**src/rtl/sst_pkg.sv**
```systemverilog
`timescale 1ns / 1ps
// ----------------------------------------------------------------------------
// sst_pkg
// Shared types and constants for the sorted set table.
// ----------------------------------------------------------------------------
package sst_pkg;

	localparam int CAPACITY = 16;
	localparam int KEY_W    = 32;
	localparam int CNT_W    = $clog2(CAPACITY + 1);
	localparam int OP_W     = 2;
	localparam int ST_W     = 2;
	localparam int ECNT_W   = 5;
	localparam int IN_W     = 40;
	localparam int OUT_W    = 8;

	typedef enum logic [OP_W-1:0] {
		OP_INSERT = 2'd0,
		OP_DELETE = 2'd1,
		OP_SEARCH = 2'd2,
		OP_NONE   = 2'd3
	} op_t;

	typedef enum logic [ST_W-1:0] {
		ST_DONE      = 2'd0,
		ST_NOT_FOUND = 2'd1,
		ST_EMPTY     = 2'd2,
		ST_FULL      = 2'd3
	} status_t;

	// broadcast to every cell
	typedef struct packed {
		logic                    ins_en;
		logic                    del_en;
		logic signed [KEY_W-1:0] key;
	} cmd_t;

	// compare flags a cell reports against the broadcast key
	typedef struct packed {
		logic gt;
		logic ge;
		logic eq;
	} cell_flags_t;

endpackage

```
**src/rtl/sst_cell.sv**
```systemverilog
`timescale 1ns / 1ps
// ----------------------------------------------------------------------------
// sst_cell
// One slot of the sorted chain: holds a key, compares it with the broadcast
// key and shifts from its left or right neighbor on insert or delete.
// ----------------------------------------------------------------------------
module sst_cell (
	input  logic                            clk,
	input  logic                            arst_n,
	input  sst_pkg::cmd_t                   cmd,
	input  logic                            valid,
	input  logic                            left_gt,
	input  logic signed [sst_pkg::KEY_W-1:0] left_key,
	input  logic signed [sst_pkg::KEY_W-1:0] right_key,
	output logic signed [sst_pkg::KEY_W-1:0] key,
	output sst_pkg::cell_flags_t            flags
);

	logic signed [sst_pkg::KEY_W-1:0] key_q;
	logic signed [sst_pkg::KEY_W-1:0] key_d;

	assign key      = key_q;
	assign flags.gt = valid && (key_q > cmd.key);
	assign flags.ge = valid && (key_q >= cmd.key);
	assign flags.eq = valid && (key_q == cmd.key);

	always_comb begin
		key_d = key_q;
		if (cmd.ins_en) begin
			// make room: larger keys move right, the new key lands at the gap
			if (left_gt) begin
				key_d = left_key;
			end else if (flags.gt || !valid) begin
				key_d = cmd.key;
			end
		end else if (cmd.del_en) begin
			// close the gap from the first match onward
			if (flags.ge) begin
				key_d = right_key;
			end
		end
	end

	always_ff @(posedge clk or negedge arst_n) begin
		if (!arst_n) begin
			key_q <= '0;
		end else begin
			key_q <= key_d;
		end
	end

endmodule

```
**src/rtl/sorted_set_table_top.sv**
```systemverilog
`timescale 1ns / 1ps
// ----------------------------------------------------------------------------
// sorted_set_table_top
// Sorted table of up to CAPACITY signed keys with insert, delete and search.
// ----------------------------------------------------------------------------
// Usage:
//   Input words arrive on s_axis; each carries an opcode (insert, delete,
//   search) and a signed 32-bit key. Every input word yields exactly one
//   result word on m_axis with a status and the entry count after the
//   operation.
//   The keys sit in a chain of CAPACITY cells, one key per cell, kept in
//   ascending order. All cells compare against the key in the same cycle and
//   shift toward their neighbor on insert or delete together, however many
//   keys are held.
//   The result is valid in the cycle after input accept. Throughput: one
//   word per cycle while m_axis_tready is high.
//   A result waits in the output register while the receiver stalls; the
//   next input word is taken as soon as that register is being emptied.
//   Reset (arst_n low) empties the table; no clearing pass is needed.
//   Duplicates are kept, a new one after its equals; delete removes the
//   first match. Insert into a full table stores nothing.
// ----------------------------------------------------------------------------
module sorted_set_table_top (
	input  logic       clk,
	input  logic       arst_n,
	input  logic       s_axis_tvalid,
	output logic       s_axis_tready,
	input  logic [39:0] s_axis_tdata,  // [1:0] opcode, [33:2] key, [39:34] zero
	output logic       m_axis_tvalid,
	input  logic       m_axis_tready,
	output logic [7:0] m_axis_tdata    // [1:0] status, [6:2] entry_count, [7] zero
);

	localparam int N = sst_pkg::CAPACITY;

	logic                               in_acc;
	sst_pkg::op_t                       op;
	logic signed [sst_pkg::KEY_W-1:0]   in_key;
	logic [sst_pkg::CNT_W-1:0]          count_q;
	logic [sst_pkg::CNT_W-1:0]          count_d;
	logic                               full;
	logic                               empty;
	logic                               found;
	sst_pkg::cmd_t                      cmd;
	sst_pkg::status_t                   status_d;
	logic                               out_valid_q;
	sst_pkg::status_t                   status_q;
	logic [sst_pkg::ECNT_W-1:0]         ecount_q;
	logic [sst_pkg::CNT_W+sst_pkg::ECNT_W-1:0] count_wide;

	logic signed [sst_pkg::KEY_W-1:0]   keys   [N];
	sst_pkg::cell_flags_t               flags  [N];
	logic [N-1:0]                       valid;
	logic [N-1:0]                       eq_vec;

	assign s_axis_tready = !out_valid_q || m_axis_tready;
	assign in_acc        = s_axis_tvalid && s_axis_tready;
	assign op            = sst_pkg::op_t'(s_axis_tdata[1:0]);
	assign in_key        = s_axis_tdata[33:2];

	assign full  = (count_q == sst_pkg::CNT_W'(N));
	assign empty = (count_q == '0);
	assign found = |eq_vec;

	always_comb begin
		cmd.key    = in_key;
		cmd.ins_en = in_acc && (op == sst_pkg::OP_INSERT) && !full;
		cmd.del_en = in_acc && (op == sst_pkg::OP_DELETE) && found;
	end

	genvar gi;
	generate
		for (gi = 0; gi < N; gi++) begin : g_cell
			logic                             l_gt;
			logic signed [sst_pkg::KEY_W-1:0] l_key;
			logic signed [sst_pkg::KEY_W-1:0] r_key;

			assign valid[gi]  = (sst_pkg::CNT_W'(gi) < count_q);
			assign eq_vec[gi] = flags[gi].eq;

			if (gi == 0) begin : g_first
				assign l_gt  = 1'b0;
				assign l_key = keys[gi];
			end else begin : g_mid
				assign l_gt  = flags[gi-1].gt;
				assign l_key = keys[gi-1];
			end

			if (gi == N - 1) begin : g_last
				assign r_key = keys[gi];
			end else begin : g_inner
				assign r_key = keys[gi+1];
			end

			sst_cell u_cell (
				.clk       (clk),
				.arst_n    (arst_n),
				.cmd       (cmd),
				.valid     (valid[gi]),
				.left_gt   (l_gt),
				.left_key  (l_key),
				.right_key (r_key),
				.key       (keys[gi]),
				.flags     (flags[gi])
			);
		end
	endgenerate

	always_comb begin
		count_d  = count_q;
		status_d = sst_pkg::ST_DONE;
		case (op)
			sst_pkg::OP_INSERT: begin
				if (full) begin
					status_d = sst_pkg::ST_FULL;
				end else begin
					count_d = count_q + 1'b1;
				end
			end
			sst_pkg::OP_DELETE: begin
				if (empty) begin
					status_d = sst_pkg::ST_EMPTY;
				end else if (!found) begin
					status_d = sst_pkg::ST_NOT_FOUND;
				end else begin
					count_d = count_q - 1'b1;
				end
			end
			sst_pkg::OP_SEARCH: begin
				if (!found) begin
					status_d = sst_pkg::ST_NOT_FOUND;
				end
			end
			default: begin
				status_d = sst_pkg::ST_DONE;
			end
		endcase
	end

	// report the low bits of the count in the result field
	assign count_wide = {{sst_pkg::ECNT_W{1'b0}}, count_d};

	always_ff @(posedge clk or negedge arst_n) begin
		if (!arst_n) begin
			count_q     <= '0;
			out_valid_q <= 1'b0;
		end else begin
			if (in_acc) begin
				count_q     <= count_d;
				out_valid_q <= 1'b1;
			end else if (m_axis_tready) begin
				out_valid_q <= 1'b0;
			end
		end
	end

	always_ff @(posedge clk) begin
		if (in_acc) begin
			status_q <= status_d;
			ecount_q <= count_wide[sst_pkg::ECNT_W-1:0];
		end
	end

	assign m_axis_tvalid = out_valid_q;
	assign m_axis_tdata  = {1'b0, ecount_q, status_q};

	// ---------------------------------------------------------------- checks
	a_count_bound: assert property (@(posedge clk) disable iff (!arst_n)
		count_q <= sst_pkg::CNT_W'(N))
		else $error("entry count above capacity");

	a_count_idle: assert property (@(posedge clk) disable iff (!arst_n)
		!in_acc |=> $stable(count_q))
		else $error("entry count changed without an accepted word");

	a_insert_grow: assert property (@(posedge clk) disable iff (!arst_n)
		cmd.ins_en |=> count_q == $past(count_q) + 1'b1)
		else $error("insert did not grow the table");

	a_full_status: assert property (@(posedge clk) disable iff (!arst_n)
		in_acc && status_d == sst_pkg::ST_FULL |-> full && op == sst_pkg::OP_INSERT)
		else $error("full status without a full table");

	a_delete_sorted: assert property (@(posedge clk) disable iff (!arst_n)
		cmd.del_en |-> $countones(eq_vec) > 0 && !empty)
		else $error("delete shift without a match");

endmodule

```
**config.mk**
```make
export PLATFORM = sky130hd
export DESIGN_NAME = sorted_set_table_top
export DESIGN_NICKNAME = d
export VERILOG_FILES = /design/src/rtl/sst_pkg.sv /design/src/rtl/sst_cell.sv /design/src/rtl/sorted_set_table_top.sv
export SDC_FILE = /design/constraint.sdc
export NUM_CORES = 2
export LEC_CHECK = 0
export BUFFER_PORTS_ARGS = -buffer_cell sky130_fd_sc_hd__buf_4
export CORE_UTILIZATION = 45
export DETAILED_ROUTE_END_ITERATION = 10
export HOLD_SLACK_MARGIN = 0.08
export MAX_ROUTING_LAYER = met4
export SLEW_MARGIN = 20
export SYNTH_ARGS = -nofsm -noshare
export SYNTH_HDL_FRONTEND = slang
export SYNTH_SLANG_ARGS = --single-unit
```
**constraint.sdc**
```tcl
create_clock -name clk -period 4.3 [get_ports clk]
set_input_delay 0.645 -clock clk [delete_from_list [all_inputs] [get_ports clk]]
set_output_delay 0.645 -clock clk [all_outputs]
set_load 0.01 [all_outputs]
```
Word level (Yosys, flattened, before mapping)
Cells that the tools add are included.
Word-level totals
  register bits after elaboration: 525
  bits of input ports: 44
  output and inout bits: 10
  word-level logic and storage cells: 313
Cells by class
  $add $sub $neg: 2
  $lt $le $gt $ge: 47
  equal/unequal tests: 34
  muxes and demuxes: 86
  reductions and logical operators: 124
Operators with widths (number)
  $mux 32: 76
  $eq 32x32->1: 16
  $gt 32x32->1: 16
  $ge 32x32->1: 15
  $logic_and 1x1->1: 52
  $reduce_and 3->1: 15
  $ne 3x1->1 const B: 14
  $lt 4x5->1 const A: 8
  $reduce_bool 2->1: 18
  $lt 3x5->1 const A: 4
  $logic_not 1->1: 18
  $logic_or 1x1->1: 17
  $reduce_or 16->1: 1
  $mux 5: 3
  $lt 1x5->1 const A: 2
  $lt 2x5->1 const A: 2
  $pmux 5 s2: 1
  $pmux 2 s3: 1
  $add 5x1->5 const B: 1
  $eq 5x5->1 const B: 1
  $logic_not 5->1: 1
  $sub 5x1->5 const B: 1
  $mux 2: 2
  $mux 1: 3
  other kinds (5): 5

Longest topological paths before layout
  word-level depth: 7
  gate-level depth with buffers: 15

Modules after synthesis
A second synthesis with hierarchy kept.
Unflattened totals
  cells, all modules: 7539
  area, all modules: 55803.5 um^2
Modules (own cells, without submodules)
  sst_cell: instances 16, cells each 463, area an instance 3414.5 um^2, seq. area each 800.8 um^2
  sorted_set_table_top: instances 1, cells each 131, area an instance 1171.1 um^2, seq. area each 360.3 um^2

Worst setup path after synthesis
No wires, ideal clock.
  kind: input port to flip-flop
  start: input port s_axis_tdata[21]
  end: register g_cell[1].u_cell.key_q (netlist bit g_cell[1].u_cell.key[21])
  library setup time: 0.125 ns
  arrival: 3.824 ns
  data required time: 4.175 ns
  slack: 0.351 ns
  stages: 14
  buffers on the path: 3
  cells stage by stage: clkbuf_1 > inv_1 > ha_1 > a21oi_1 > o21ai_0 > a221o_1 > a2111oi_1 > nand2b_1 > a21o_1 > buf_2 > o22a_1 > o21ai_2 > buf_2 > mux2_2
Between the ends
  word-level cells in the longest chain between the ends: 6
  elaborated cells between the ends (all ways): 47
  classes of those cells: order compare: 3; eq/ne: 17; mux: 2; reduce/logical: 25
RTL lines
  from (decl): line sorted_set_table_top.sv:28  | input logic [39:0] s_axis_tdata,
  branches (longest 6 deep; another with $gt 32x32->1)
  to (signal assigned): line sst_cell.sv:48  | key_q <= key_d;
  to (decl): line sst_cell.sv:19  | logic signed [sst_pkg::KEY_W-1:0] key_q;
Several ways; the timed one is not identified.
A chain may end at the register's enable or synchronous reset.

Worst setup path after layout
  start: register g_cell[12].u_cell.key_q (netlist bit g_cell[12].u_cell.key[6])
  end: register g_cell[12].u_cell.key_q (netlist bit g_cell[12].u_cell.key[19])
Between the ends
  word-level cells in the longest chain between the ends: 6
  elaborated cells between the ends (all ways): 13
  classes of those cells: order compare: 2; eq/ne: 2; reduce/logical: 9
RTL lines (line)
  from (decl): sst_cell.sv:19
  from (signal assigned): sst_cell.sv:48
  branches (longest 5 deep; another with $gt 32x32->1)
  $reduce_and 3->1 (no line) *
Every way passes the cells marked *.

==> impl_metrics.env <==
export IMPL_std_cell_rows=111
export IMPL_multi_input_comb_area_um2=27300
export IMPL_wl_per_cell_um=25.8
export IMPL_vdd_ir_drop_max_uv=399
export IMPL_maxCapViolations=0
export IMPL_die_span_x_um=307
export IMPL_slew_limit_headroom_pct=26.1
export IMPL_post_synth_edffs=7
export IMPL_rsz0062_at_grt="false"
export IMPL_post_cts_setup_buffer_count=0
export IMPL_tightest_slew_ns=1.10
export IMPL_clkTransAtPathRegs_ns=0.06
export IMPL_tritoncts_num_buffers=70
export IMPL_grt_pass1_vias=36111
export IMPL_worst_path_max_fanout=16
export IMPL_power_density_nw_per_um2=536
export IMPL_dieHeight_um=307
export IMPL_worstSetupEndpointType="flip-flop"
export IMPL_placeable_core_region_um2=91900
export IMPL_finalCritPeriodShare_pct=94.1
export IMPL_post_synth_instance_area_um2=41800
export IMPL_seq_area_um2=13200
export IMPL_status="finished clean"
export IMPL_synth_top_cells_by_area="dfrtp_1 (31%), ha_1 (15%), mux2_2 (11%), o211ai_1 (5.4%), nand2_1 (5.2%)"
export IMPL_setup_viol=0
export IMPL_netlist_area_leader_share_pct=31.0
export IMPL_data_required_time_at_the_worst_endpoint_ns=4.81
export IMPL_rrSetupSlack_ns=0.25
export IMPL_post_synth_cell_area_avg_um2=9.39
export IMPL_synth_net_count=5016
export IMPL_achievable_frequency_mhz=247
export IMPL_leakagePower_nw=23.3
export IMPL_worstSkewPairLatency_ns=0.65
export IMPL_final_hold_violation_count=0
export IMPL_grt_overflow=0
export IMPL_postLayoutCoreUtil_pct=53.4
export IMPL_globalRouteTotalUtil_pct=33.7
export IMPL_postCtsResizedCells=0
export IMPL_yosys_cell_types_count=94
export IMPL_drt_antenna_violating_nets=0
export IMPL_drive_gt1_share_pct=23.9
export IMPL_timing_critical_path_from_type="flip-flop"
export IMPL_clock_root_buffer_master="clkbuf_16"
export IMPL_ys_warn_count=0
export IMPL_yosysTopAreaCell="dfrtp_1"
export IMPL_dieArea_um2=94200
export IMPL_synthToLayoutAreaGrowth_pct=17.4
export IMPL_htree_levels=3
export IMPL_critPathArrivalTime_ns=4.55
export IMPL_gp_congestion=1.04
export IMPL_finalPower_mw=26.3
export IMPL_grt_pass1_wl_um=233000
export IMPL_synth_ff_latch_count=525
export IMPL_cts_max_path_buffers=3
export IMPL_synthFlopType="dfrtp_1"
export IMPL_worst_r2r_endpoint="g_cell[12].u_cell.key[19]$_DFFE_PN0P_"
export IMPL_post_synth_inst_count=4456
export IMPL_layout_cells_non_filler=6011
export IMPL_dr_pass1_iters=6
export IMPL_routed_wirelength_um=155000
export IMPL_portion_of_the_post_synthesis_area_used_by_sequential_elements_pct=31.5
export IMPL_fillCellCount=8444
export IMPL_io_pins=54
export IMPL_ff2ff_path_depth=16
export IMPL_hold_buffers=0
export IMPL_regToRegStartpoint="g_cell[12].u_cell.key[6]$_DFFE_PN0P_"
export IMPL_num_vias=37624
export IMPL_finalMaxSlewViolations=0
export IMPL_start_util_pct=45.5
export IMPL_viasPerCell=6.26
export IMPL_route_detailed_drc=0
export IMPL_criticalPathCategory="flip-flop to flip-flop"
export IMPL_drtIter0Drc=3585
export IMPL_fin_crit_period_ns=4.05
export IMPL_placed_cells=5881
export IMPL_tritoncts_num_sinks=525
export IMPL_grt_start_max_net_pins=140
export IMPL_post_route_skew_ns=0.0388
export IMPL_io_buffer_count=46
export IMPL_async_reset_ff_share_pct=98.7
export IMPL_whs_ns=0.0474
export IMPL_antenna_violations_before_repair=8
export IMPL_design_final_nets=5270
export IMPL_cts_tree="built"
export IMPL_min_path_type="primary input to asynchronous set/reset pin"
export IMPL_place_hpwl_um=115000
[synth_stat cells, drive strengths merged, types with 4 or more instances]
master / instances
nand2: 583
mux2: 544
dfrtp: 518
ha: 516
a21oi: 355
nand3: 341
o211ai: 301
clkbuf: 195
nor2: 168
nand4: 147
o21ai: 144
mux2i: 133
buf: 95
inv: 69
a21o: 40
nor3: 29
nor4: 28
nor2b: 24
a211oi: 20
a31oi: 16
nand2b: 13
o221ai: 13
o31ai: 12
a21boi: 10
or3: 10
o21a: 8
and3: 7
and4: 7
edfxtp: 7
or2: 7
a2111o: 6
a221o: 6
a2111oi: 5
o2111ai: 5
a211o: 4
a31o: 4
o21bai: 4
o311a: 4
o31a: 4
[report_power, final]
group,total (mW),internal (mW),switching [mW]
sequential,8.33,6.44,1.89
combinational,12.0,5.51,6.48
clock,6.02,3.58,2.45
[cell type report]
cell class,instances,share of cell area (%)
multi-input combinational,3572,55.7
sequential,525,26.8
timing repair buffer,472,9.14
clock buffer,101,4.13
tap,1243,3.17
clock inverter,23,0.542
inverter,69,0.527
antenna,6,0.0306
[critical path: stages, from the launching register on]
cell	delay, ns
dfrtp_1	0.42
ha_1	0.31
nand4_1	0.17
buf_12	0.15
nor3_1	0.05
buf_4	0.16
a21boi_0	0.12
buf_4	0.17
o41a_1	0.41
buf_4	0.18
buf_4	0.14
or3_1	0.36
and3_1	0.19
a221o_1	0.31
nand2b_2	0.23
buf_12	0.19
mux2_4	0.32
[cells in the final DEF, fill, tap and decap left out, types with 137 or more instances in the layout]
cell,count
a21oi_1,347
nand3_1,340
dfrtp_1,518
nand4_1,147
mux2_2,410
o211ai_1,301
nand2_1,581
o21ai_0,137
buf_4,396
nor2_1,166
ha_1,516
[metal layers]
| layer | vias to the layer above | part of all wire [%] | GRT usage, % |
|---|---|---|---|
| met3 | 275 | 9.0 | 7.68 |
| li1 | 17286 | - | - |
| met2 | 1421 | 44 | 50.1 |
| met1 | 18642 | 44 | 45.3 |
| met4 | 0 | 3.0 | 10.7 |
| met5 | - | 0 | - |
[metrics by stage]
step           TNS, ns  instance area, um2  setup WS, ns
2_1_floorplan        0               41800         0.351
3_3_place_gp    -40.96               46800        -0.181
3_5_place_dp    -31.44               46800        -0.163
4_1_cts              0               49100         0.284
5_1_grt              0               49100         0.153
6_report             0               49100         0.254
[state kept, by name (all words and copies together), names as in the netlist]
name / flops
m_axis_tvalid: 1
ecount_q: 5
count_q: 5
status_q: 2
g_cell.u_cell.key: 512
[worst max path at each step]
stage	startpoint	to	cells past startpoint
after floorplan	s_axis_tdata[21]	g_cell[1].u_cell.key[21]$_DFFE_PN0P_	14
after global placement	s_axis_tdata[22]	g_cell[4].u_cell.key[4]$_DFFE_PN0P_	15
after detailed placement	s_axis_tdata[15]	g_cell[10].u_cell.key[13]$_DFFE_PN0P_	15
after CTS	g_cell[12].u_cell.key[6]$_DFFE_PN0P_	g_cell[12].u_cell.key[19]$_DFFE_PN0P_	16
after global routing	g_cell[14].u_cell.key[17]$_DFFE_PN0P_	g_cell[14].u_cell.key[8]$_DFFE_PN0P_	13
final	g_cell[12].u_cell.key[6]$_DFFE_PN0P_	g_cell[12].u_cell.key[19]$_DFFE_PN0P_	16
[kinds of logic (layout without fill, tap and decap cells)]
| group | Yosys count | after routing | synth area share [%] |
|---|---|---|---|
| AO/OA/AOI/OAI | 992 | 992 | 15.4 |
| buffers and inverters | 359 | 665 | 3.68 |
| adder cells (fa/ha/maj) | 516 | 516 | 15.4 |
| other | 1 | 7 | 0.00896 |
| XOR/XNOR | 4 | 4 | 0.0837 |
| flip-flops | 525 | 525 | 31.5 |
| AND/OR/NAND/NOR | 1382 | 1382 | 15.3 |
| multiplexers | 677 | 677 | 18.7 |
Note: power is estimated with default switching activity, not from simulation.
